$ cat config.mk
export PLATFORM = sky130hd
export DESIGN_NAME = stack_machine_executor
export DESIGN_NICKNAME = d
export VERILOG_FILES = /design/src/rtl/smx_pkg.sv /design/src/rtl/stack_machine_executor.sv /design/src/rtl/smx_cell.sv /design/src/rtl/smx_iter.sv
export SDC_FILE = /design/constraint.sdc
export NUM_CORES = 2
export LEC_CHECK = 0
export ABC_AREA = 1
export BUFFER_PORTS_ARGS = -buffer_cell sky130_fd_sc_hd__buf_2
export CAP_MARGIN = 20
export CORE_UTILIZATION = 25
export DETAILED_ROUTE_END_ITERATION = 10
export GPL_ROUTABILITY_DRIVEN = 1
export PLACE_DENSITY = 0.46
export SYNTH_ARGS = -nofsm -noshare
export SYNTH_HDL_FRONTEND = slang
export SYNTH_SLANG_ARGS = --single-unit
$ cat constraint.sdc
create_clock -name aclk -period 49.3 [get_ports aclk]
set_input_delay 9.86 -clock aclk [delete_from_list [all_inputs] [get_ports aclk]]
set_output_delay 9.86 -clock aclk [all_outputs]
set_load 0.01 [all_outputs]
$ cat src/rtl/smx_pkg.sv
// Shared types and constants for the stack machine executor.
// Used by smx_cell, smx_iter, stack_machine_executor and the testbench; no dependencies.
package smx_pkg;

    localparam int STACK_DEPTH = 64;
    localparam int DEPTH_W     = $clog2(STACK_DEPTH + 1);
    localparam int WORD_W      = 32;

    typedef enum logic [3:0] {
        OP_PUSH = 4'd0,
        OP_POP  = 4'd1,
        OP_IN   = 4'd2,
        OP_OUT  = 4'd3,
        OP_ADD  = 4'd4,
        OP_SUB  = 4'd5,
        OP_MUL  = 4'd6,
        OP_DIV  = 4'd7,
        OP_SQRT = 4'd8,
        OP_SIN  = 4'd9,
        OP_COS  = 4'd10,
        OP_DUMP = 4'd11,
        OP_HALT = 4'd12
    } op_t;

    typedef enum logic [2:0] {
        ST_OK      = 3'd0,
        ST_BADOP   = 3'd1,
        ST_UNDER   = 3'd2,
        ST_OVER    = 3'd3,
        ST_DIVZ    = 3'd4,
        ST_NEGSQ   = 3'd5,
        ST_IGNORED = 3'd6
    } status_t;

    // Stack move applied to every cell of the row in the same cycle.
    typedef enum logic [2:0] {
        ACT_HOLD,
        ACT_PUSH,
        ACT_POP,
        ACT_REPLACE,
        ACT_POPREP
    } act_t;

    typedef struct packed {
        act_t              act;
        logic [WORD_W-1:0] top_value;
    } cell_ctl_t;

endpackage

$ cat src/rtl/stack_machine_executor.sv
// Stack machine executor top level: control sequencer, row of stack cells,
// iterative divide/sqrt unit. Depends on smx_pkg, smx_cell, smx_iter.
//
// Usage:
//  - Input channel s_valid/s_ready carries one instruction per beat:
//    s_op (opcode) and s_operand (immediate for push, entered value for in).
//  - Result channel m_valid/m_ready carries one result beat per instruction:
//    m_out_valid/m_out_value (value popped by out), m_halted, m_status.
//  - The stack is a row of STACK_DEPTH cells; the top word sits in cell 0.
//    Push shifts the row down, pop shifts it up, all cells in the same cycle.
//  - Steps: accept, execute, result for push, pop, in, out, add, sub,
//    mul, sin, cos, dump and halt. Divide and square root add an iterate
//    step in smx_iter (one quotient bit a cycle, or one root bit a cycle).
//    One instruction is in flight at a time, so the next one is taken
//    only after the current one leaves its result step.
//  - A finished result waits in the output register; the next instruction
//    is accepted meanwhile and holds in its result cycle until that register
//    frees up, so a stalled receiver stops the block after one beat.
//  - Reset (aresetn low, synchronous) empties the stack, clears the halt
//    flag and drops any pending result. Stack words need no clearing.
//  - After halt or an error every later instruction is answered with
//    status "ignored after halt" and leaves the stack unchanged.
module stack_machine_executor (
    input  logic                        aclk,
    input  logic                        aresetn,
    input  logic                        s_valid,
    output logic                        s_ready,
    input  logic [3:0]                  s_op,
    input  logic signed [31:0]          s_operand,
    output logic                        m_valid,
    input  logic                        m_ready,
    output logic                        m_out_valid,
    output logic signed [31:0]          m_out_value,
    output logic                        m_halted,
    output logic [2:0]                  m_status
);
    import smx_pkg::*;

    typedef enum logic [3:0] {
        S_IDLE = 4'b0001,
        S_EXEC = 4'b0010,
        S_ITER = 4'b0100,
        S_DONE = 4'b1000
    } state_t;

    state_t              state_reg, state_next;
    logic [3:0]          op_reg;
    logic [WORD_W-1:0]   operand_reg;
    logic [DEPTH_W-1:0]  depth_reg, depth_next;
    logic                halted_reg, halted_next;
    logic                neg_reg, neg_next;
    logic                sqrt_op_reg, sqrt_op_next;

    // Pending result of the current instruction
    logic                pend_ov_reg, pend_ov_next;
    logic [WORD_W-1:0]   pend_val_reg, pend_val_next;
    logic [2:0]          pend_st_reg, pend_st_next;

    // Output register
    logic                m_valid_reg;
    logic                m_ov_reg;
    logic [WORD_W-1:0]   m_val_reg;
    logic                m_halt_reg;
    logic [2:0]          m_st_reg;

    logic [WORD_W-1:0]   word [STACK_DEPTH];
    cell_ctl_t           ctl;
    logic                iter_start;
    logic                iter_done;
    logic [WORD_W-1:0]   iter_res;
    logic [WORD_W-1:0]   iter_num, iter_den;
    logic [WORD_W-1:0]   top0, top1;
    logic [WORD_W-1:0]   prod;
    logic                out_free;

    assign top0     = word[0];
    assign top1     = word[1];
    assign prod     = top1 * top0;
    assign out_free = !m_valid_reg || m_ready;
    assign s_ready  = (state_reg == S_IDLE);

    always_comb begin
        state_next    = state_reg;
        depth_next    = depth_reg;
        halted_next   = halted_reg;
        neg_next      = neg_reg;
        sqrt_op_next  = sqrt_op_reg;
        pend_ov_next  = pend_ov_reg;
        pend_val_next = pend_val_reg;
        pend_st_next  = pend_st_reg;
        ctl.act       = ACT_HOLD;
        ctl.top_value = '0;
        iter_start    = 1'b0;
        iter_num      = top0;
        iter_den      = top0[31] ? (32'd0 - top0) : top0;

        case (state_reg)
            S_IDLE: begin
                if (s_valid) state_next = S_EXEC;
            end
            S_EXEC: begin
                pend_ov_next  = 1'b0;
                pend_val_next = '0;
                pend_st_next  = ST_OK;
                state_next    = S_DONE;
                if (halted_reg) begin
                    pend_st_next = ST_IGNORED;
                end else begin
                    case (op_reg)
                        OP_PUSH, OP_IN: begin
                            if (depth_reg == DEPTH_W'(STACK_DEPTH)) begin
                                pend_st_next = ST_OVER;
                            end else begin
                                ctl.act       = ACT_PUSH;
                                ctl.top_value = operand_reg;
                                depth_next    = depth_reg + DEPTH_W'(1);
                            end
                        end
                        OP_POP, OP_OUT, OP_SQRT, OP_SIN, OP_COS: begin
                            if (depth_reg == '0) begin
                                pend_st_next = ST_UNDER;
                            end else if (op_reg == OP_POP || op_reg == OP_OUT) begin
                                ctl.act       = ACT_POP;
                                depth_next    = depth_reg - DEPTH_W'(1);
                                pend_ov_next  = (op_reg == OP_OUT);
                                pend_val_next = (op_reg == OP_OUT) ? top0 : '0;
                            end else if (op_reg == OP_SQRT) begin
                                if (top0[31]) begin
                                    pend_st_next = ST_NEGSQ;
                                end else begin
                                    iter_start   = 1'b1;
                                    sqrt_op_next = 1'b1;
                                    neg_next     = 1'b0;
                                    state_next   = S_ITER;
                                end
                            end else begin
                                ctl.act       = ACT_REPLACE;
                                ctl.top_value = (op_reg == OP_COS && top0 == '0)
                                                ? 32'd1 : 32'd0;
                            end
                        end
                        OP_ADD, OP_SUB, OP_MUL, OP_DIV: begin
                            if (depth_reg < DEPTH_W'(2)) begin
                                pend_st_next = ST_UNDER;
                            end else if (op_reg == OP_DIV) begin
                                if (top0 == '0) begin
                                    pend_st_next = ST_DIVZ;
                                end else begin
                                    iter_start   = 1'b1;
                                    iter_num     = top1[31] ? (32'd0 - top1) : top1;
                                    sqrt_op_next = 1'b0;
                                    neg_next     = top1[31] ^ top0[31];
                                    state_next   = S_ITER;
                                end
                            end else begin
                                ctl.act    = ACT_POPREP;
                                depth_next = depth_reg - DEPTH_W'(1);
                                case (op_reg)
                                    OP_ADD:  ctl.top_value = top1 + top0;
                                    OP_SUB:  ctl.top_value = top1 - top0;
                                    default: ctl.top_value = prod;
                                endcase
                            end
                        end
                        OP_DUMP: ;
                        OP_HALT: halted_next = 1'b1;
                        default: pend_st_next = ST_BADOP;
                    endcase
                    if (pend_st_next != ST_OK) halted_next = 1'b1;
                end
            end
            S_ITER: begin
                if (iter_done) begin
                    // Write back the quotient or root, fix the quotient sign
                    ctl.top_value = neg_reg ? (32'd0 - iter_res) : iter_res;
                    if (sqrt_op_reg) begin
                        ctl.act = ACT_REPLACE;
                    end else begin
                        ctl.act    = ACT_POPREP;
                        depth_next = depth_reg - DEPTH_W'(1);
                    end
                    state_next = S_DONE;
                end
            end
            S_DONE: begin
                if (out_free) state_next = S_IDLE;
            end
            default: state_next = S_IDLE;
        endcase
    end

    always_ff @(posedge aclk) begin
        if (!aresetn) begin
            state_reg   <= S_IDLE;
            depth_reg   <= '0;
            halted_reg  <= 1'b0;
            m_valid_reg <= 1'b0;
        end else begin
            state_reg  <= state_next;
            depth_reg  <= depth_next;
            halted_reg <= halted_next;
            if (state_reg == S_DONE && out_free) begin
                m_valid_reg <= 1'b1;
            end else if (m_ready) begin
                m_valid_reg <= 1'b0;
            end
        end
        neg_reg      <= neg_next;
        sqrt_op_reg  <= sqrt_op_next;
        pend_ov_reg  <= pend_ov_next;
        pend_val_reg <= pend_val_next;
        pend_st_reg  <= pend_st_next;
        if (s_valid && s_ready) begin
            op_reg      <= s_op;
            operand_reg <= s_operand;
        end
        if (state_reg == S_DONE && out_free) begin
            m_ov_reg   <= pend_ov_reg;
            m_val_reg  <= pend_val_reg;
            m_halt_reg <= halted_reg;
            m_st_reg   <= pend_st_reg;
        end
    end

    // Row of stack cells; cell 0 holds the top of stack
    genvar gi;
    generate
        for (gi = 0; gi < STACK_DEPTH; gi++) begin : g_cell
            logic [WORD_W-1:0] up_d, down_d;
            if (gi == 0) begin : g_top
                assign up_d = '0;
            end else begin : g_mid
                assign up_d = word[gi-1];
            end
            if (gi == STACK_DEPTH - 1) begin : g_bot
                assign down_d = '0;
            end else begin : g_nbot
                assign down_d = word[gi+1];
            end
            smx_cell u_cell (
                .aclk      (aclk),
                .ctl       (ctl),
                .is_top    (gi == 0),
                .up_data   (up_d),
                .down_data (down_d),
                .word      (word[gi])
            );
        end
    endgenerate

    smx_iter u_iter (
        .aclk    (aclk),
        .aresetn (aresetn),
        .start   (iter_start),
        .is_sqrt (sqrt_op_next),
        .num     (iter_num),
        .den     (iter_den),
        .done    (iter_done),
        .result  (iter_res)
    );

    assign m_valid     = m_valid_reg;
    assign m_out_valid = m_ov_reg;
    assign m_out_value = m_val_reg;
    assign m_halted    = m_halt_reg;
    assign m_status    = m_st_reg;

`ifndef ASSERT_OFF
    a_depth_bound: assert property (@(posedge aclk) disable iff (!aresetn)
        depth_reg <= DEPTH_W'(STACK_DEPTH))
        else $error("stack depth beyond capacity");
    a_halt_sticky: assert property (@(posedge aclk) disable iff (!aresetn)
        halted_reg |=> halted_reg)
        else $error("halt flag cleared");
    a_iter_in_state: assert property (@(posedge aclk) disable iff (!aresetn)
        iter_done |-> (state_reg == S_ITER))
        else $error("iter result outside iterate state");
    a_halted_depth: assert property (@(posedge aclk) disable iff (!aresetn)
        (halted_reg && state_reg == S_EXEC) |=> $stable(depth_reg))
        else $error("stack moved after halt");
`endif

endmodule

$ cat src/rtl/smx_cell.sv
// One stack word of the shifting stack row.
// Depends on smx_pkg.
module smx_cell (
    input  logic                      aclk,
    input  smx_pkg::cell_ctl_t        ctl,
    input  logic                      is_top,
    input  logic [smx_pkg::WORD_W-1:0] up_data,
    input  logic [smx_pkg::WORD_W-1:0] down_data,
    output logic [smx_pkg::WORD_W-1:0] word
);
    import smx_pkg::*;

    logic [WORD_W-1:0] word_reg;
    logic [WORD_W-1:0] word_next;
    logic [WORD_W-1:0] from_above;

    assign from_above = is_top ? ctl.top_value : up_data;

    always_comb begin
        word_next = word_reg;
        case (ctl.act)
            ACT_PUSH:    word_next = from_above;
            ACT_POP:     word_next = down_data;
            ACT_REPLACE: if (is_top) word_next = ctl.top_value;
            ACT_POPREP:  word_next = is_top ? ctl.top_value : down_data;
            default:     word_next = word_reg;
        endcase
    end

    always_ff @(posedge aclk) begin
        word_reg <= word_next;
    end

    assign word = word_reg;

endmodule

$ cat src/rtl/smx_iter.sv
// Iterative unsigned divider (one bit a cycle) and floor square root
// (one root bit a cycle). Depends on smx_pkg.
module smx_iter (
    input  logic                       aclk,
    input  logic                       aresetn,
    input  logic                       start,
    input  logic                       is_sqrt,
    input  logic [smx_pkg::WORD_W-1:0] num,
    input  logic [smx_pkg::WORD_W-1:0] den,
    output logic                       done,
    output logic [smx_pkg::WORD_W-1:0] result
);
    import smx_pkg::*;

    localparam int CNT_W = $clog2(WORD_W);

    logic                busy_reg, busy_next;
    logic                done_reg, done_next;
    logic                sqrt_reg, sqrt_next;
    logic [CNT_W-1:0]    cnt_reg, cnt_next;
    logic [WORD_W+1:0]   rem_reg, rem_next;
    logic [WORD_W-1:0]   quo_reg, quo_next;
    logic [WORD_W-1:0]   src_reg, src_next;
    logic [WORD_W-1:0]   den_reg, den_next;
    logic [WORD_W+1:0]   shifted;
    logic [WORD_W+1:0]   trial;
    logic                last;

    always_comb begin
        busy_next = busy_reg;
        done_next = 1'b0;
        sqrt_next = sqrt_reg;
        cnt_next  = cnt_reg;
        rem_next  = rem_reg;
        quo_next  = quo_reg;
        src_next  = src_reg;
        den_next  = den_reg;
        if (sqrt_reg) begin
            shifted = {rem_reg[WORD_W-1:0], src_reg[WORD_W-1 -: 2]};
            trial   = {quo_reg, 2'b01};
            last    = (cnt_reg == CNT_W'(WORD_W / 2 - 1));
        end else begin
            shifted = {rem_reg[WORD_W:0], src_reg[WORD_W-1]};
            trial   = {2'b00, den_reg};
            last    = (cnt_reg == CNT_W'(WORD_W - 1));
        end
        if (start) begin
            busy_next = 1'b1;
            sqrt_next = is_sqrt;
            cnt_next  = '0;
            rem_next  = '0;
            quo_next  = '0;
            src_next  = num;
            den_next  = den;
        end else if (busy_reg) begin
            src_next = sqrt_reg ? {src_reg[WORD_W-3:0], 2'b00}
                                : {src_reg[WORD_W-2:0], 1'b0};
            if (shifted >= trial) begin
                rem_next = shifted - trial;
                quo_next = {quo_reg[WORD_W-2:0], 1'b1};
            end else begin
                rem_next = shifted;
                quo_next = {quo_reg[WORD_W-2:0], 1'b0};
            end
            cnt_next = cnt_reg + CNT_W'(1);
            if (last) begin
                busy_next = 1'b0;
                done_next = 1'b1;
            end
        end
    end

    always_ff @(posedge aclk) begin
        if (!aresetn) begin
            busy_reg <= 1'b0;
            done_reg <= 1'b0;
        end else begin
            busy_reg <= busy_next;
            done_reg <= done_next;
        end
        sqrt_reg <= sqrt_next;
        cnt_reg  <= cnt_next;
        rem_reg  <= rem_next;
        quo_reg  <= quo_next;
        src_reg  <= src_next;
        den_reg  <= den_next;
    end

    assign done   = done_reg;
    assign result = quo_reg;

`ifndef ASSERT_OFF
    a_done_after_busy: assert property (@(posedge aclk) disable iff (!aresetn)
        done_reg |-> $past(busy_reg))
        else $error("iter done without busy");
    a_no_start_busy: assert property (@(posedge aclk) disable iff (!aresetn)
        busy_reg |-> !done_reg)
        else $error("iter busy and done together");
    a_start_busy: assert property (@(posedge aclk) disable iff (!aresetn)
        start |=> busy_reg)
        else $error("iter start lost");
`endif

endmodule

==> impl_metrics.ini <==
[hold_path]
hp-class = flop to flop

[worst_setup_path]
cp-startpoint = state_reg[3]
r2r_start = op_reg[3]
cp-end-kind = primary output
r2r_cells = 16
endpoint = s_ready
cp_max_fo = 4
r2r_slack_ns = 41.27
r2r-end = g_cell[61].u_cell.word[18]
worst_ep_required_time_ns = 39.44
crit_type = flop to primary output
start_kind = flop
worstPathArrival_ns = 1.94

[synthesis]
syn_nets = 13805
synth_top_cell_area_share = 0.550
yosysSeqAreaShare = 0.564
postSynthCellCount = 13160
ys_top_cells_by_area = edfxtp_1 (55%), nand2_1 (21%), fa_1 (6.8%)
synth_edf_count = 2223
synth-seq-cells = 2309
synth_area_sq_um = 121000
ys.flop_type = edfxtp_1
ys_types = 59
async_flop_share = 0
yosysWarningCount = 0
syn_avg_cell_area_sq_um = 9.23
synth_top_cell_by_area = edfxtp_1

[cts]
cts-resized-gates = 0
clockBufferDepth = 4
cts_hold_buf = 0
clk_latency_ns = 0.93
htree_levels = 5
post-cts-setup-buffers = 0
path_clk_slew_ns = 0.06
cts.sinks = 2309
cts_buffers = 282
cts_tree = done
root_buffer = clkbuf_16

[timing]
fin_crit_sh = 0.239
hold_viol_final = 0
whs_ns = 0.417
period_minus_slack_ns = 11.80
timing.setup.tns_ns = 0
worstMarginPinSlew_ns = 1.21
grt_setup_unrepaired = no
setup_viol = 0
slew-limit-headroom = 0.191
fin_worst_skew_ns = 0.109
slew_violations = 0
max_freq_mhz = 84.8

[die]
core-area_sq_um = 483000
pin_count = 79
dieHeight_microns = 699
dieArea_sq_um = 489000
start_util = 0.251
rows = 255
die_x_microns = 699

[global_route]
grt_pass1_wl_mm = 471
grt-ovfl-total = 0
antenna_found_initial = 6
grt_max_degree = 240
grtUsageTotal = 0.117
grt_pass1_vias = 83980

[detailed_routing]
route.met3.wl_mm = 14.3
routed.top_layer = met5
drt_iter0_markers = 6873
routed_wl_mm = 293
dr.pass1.iters = 6
ant_nets = 0
post-route-drc-count = 0
route.met2.wl_mm = 129
viasPerCell = 4.33
wl_per_cell_microns = 14.9
num_vias = 85091
drt-met1-wl_mm = 141

[placement]
dp_hpwl_mm = 183
place.gp.congestion = 0.898
dpl_cell_area_sq_um = 128000
placement.io_buffers = 78

[finish]
drive_gt1_frac = 0.0500
stdcell_area_sq_um = 136000
fin_nets = 13651
areaGrowthSynthToFinish_pct = 12.2
largest_reg_flops = 2048
fin_util = 0.282

[outcome]
outcome = completed

[power]
p_per_area_nw_per_um2 = 31.6
power.leakage_uw = 0.0584
peakVddDrop_v = 0.0000243

[flow_run]
drv_cap = 0
[routing by layer]
| metal | up-vias | track usage |
|---|---|---|
| met5 | - | 0 |
| met4 | 2 | 0.0383 |
| met3 | 447 | 0.0173 |
| met2 | 1524 | 0.184 |
| met1 | 41453 | 0.166 |
| li1 | 41665 | - |
[stage by stage]
step                      cells  worst slack (ns)  total power, uW
after global placement    19144             37.46             2360
after detailed placement  19145             37.47             2360
after floorplan           13160             33.59             2310
final                     19647             37.50             4310
after CTS                 19641             37.37             4400
after global routing      19644             37.33             4490
[critical path, stage by stage (launching register included)]
cell and delay [ns]:
dfxtp_1 0.34, nor4_1 0.45, buf_2 0.22
[report_power, final]
group	switching [uW]	internal, uW
clock	847	1140
combinational	117	64.8
sequential	7.29	2130
total	972	3340
[cell type report]
type | instances | area (sq um)
Multi-Input combinational cell | 9062 | 45200
Sequential cell | 2309 | 68500
Inverter | 1121 | 4220
Clock inverter | 139 | 1230
Clock buffer | 357 | 7450
Antenna cell | 4 | 10.0
Tap cell | 6425 | 8040
Timing Repair Buffer | 230 | 1680
Fill cell | 51788 | 347000
[synth_stat cells, drive strengths merged (19+ instances only)]
library cell / count
clkbuf: 192
nand2: 6856
o22ai: 32
o21ai: 467
nor2: 293
buf: 476
edfxtp: 2223
xor2: 80
or2: 19
a21oi: 213
a31oi: 27
o221ai: 26
nand3: 185
nor4: 24
fa: 410
xnor2: 29
inv: 1116
nor3: 49
dfxtp: 86
ha: 195
o211ai: 27
nand4: 32
[kinds of logic after synthesis]
kind of cell | count (synthesis) | share of synthesized area
XOR/XNOR | 109 | 0.00786
AND/OR/NAND/NOR | 7475 | 0.236
flip-flops | 2309 | 0.564
AO/OA/AOI/OAI | 873 | 0.0399
adder cells (fa/ha/maj) | 605 | 0.0877
buffers and inverters | 1789 | 0.0645
[cell usage in the layout, fill, tap and decap left out, drive strengths merged, types with 3 or more instances in the layout]
| cell | instances |
|---|---|
| and3 | 3 |
| diode | 4 |
| a22oi | 13 |
| a32oi | 3 |
| fa | 410 |
| nand2 | 6856 |
| nand3 | 185 |
| or2 | 19 |
| nor3 | 49 |
| ha | 195 |
| dfxtp | 86 |
| nor2 | 293 |
| xnor2 | 29 |
| o21a | 9 |
| buf | 230 |
| a21oi | 213 |
| clkinv | 113 |
| inv | 1130 |
| o221ai | 26 |
| o22ai | 32 |
| o21bai | 13 |
| nand3b | 11 |
| nor4 | 24 |
| o21ai | 467 |
| o31ai | 7 |
| clkbuf | 357 |
| a31oi | 27 |
| a21o | 12 |
| a21boi | 4 |
| clkinvlp | 5 |
| nand4 | 32 |
| a211oi | 7 |
| bufinv | 12 |
| edfxtp | 2223 |
| o211ai | 27 |
| xor2 | 80 |
[worst min path at each step]
stage | start | endpoint | cells past startpoint
floorplan | pend_ov_reg | m_out_valid | 0
global placement | pend_val_reg[5] | m_out_value[5] | 0
detailed placement | pend_st_reg[2] | m_status[2] | 0
CTS | pend_st_reg[2] | m_status[2] | 0
global route | pend_st_reg[2] | m_status[2] | 0
finish | pend_st_reg[2] | m_status[2] | 0
(Power assumes the default switching activity.)
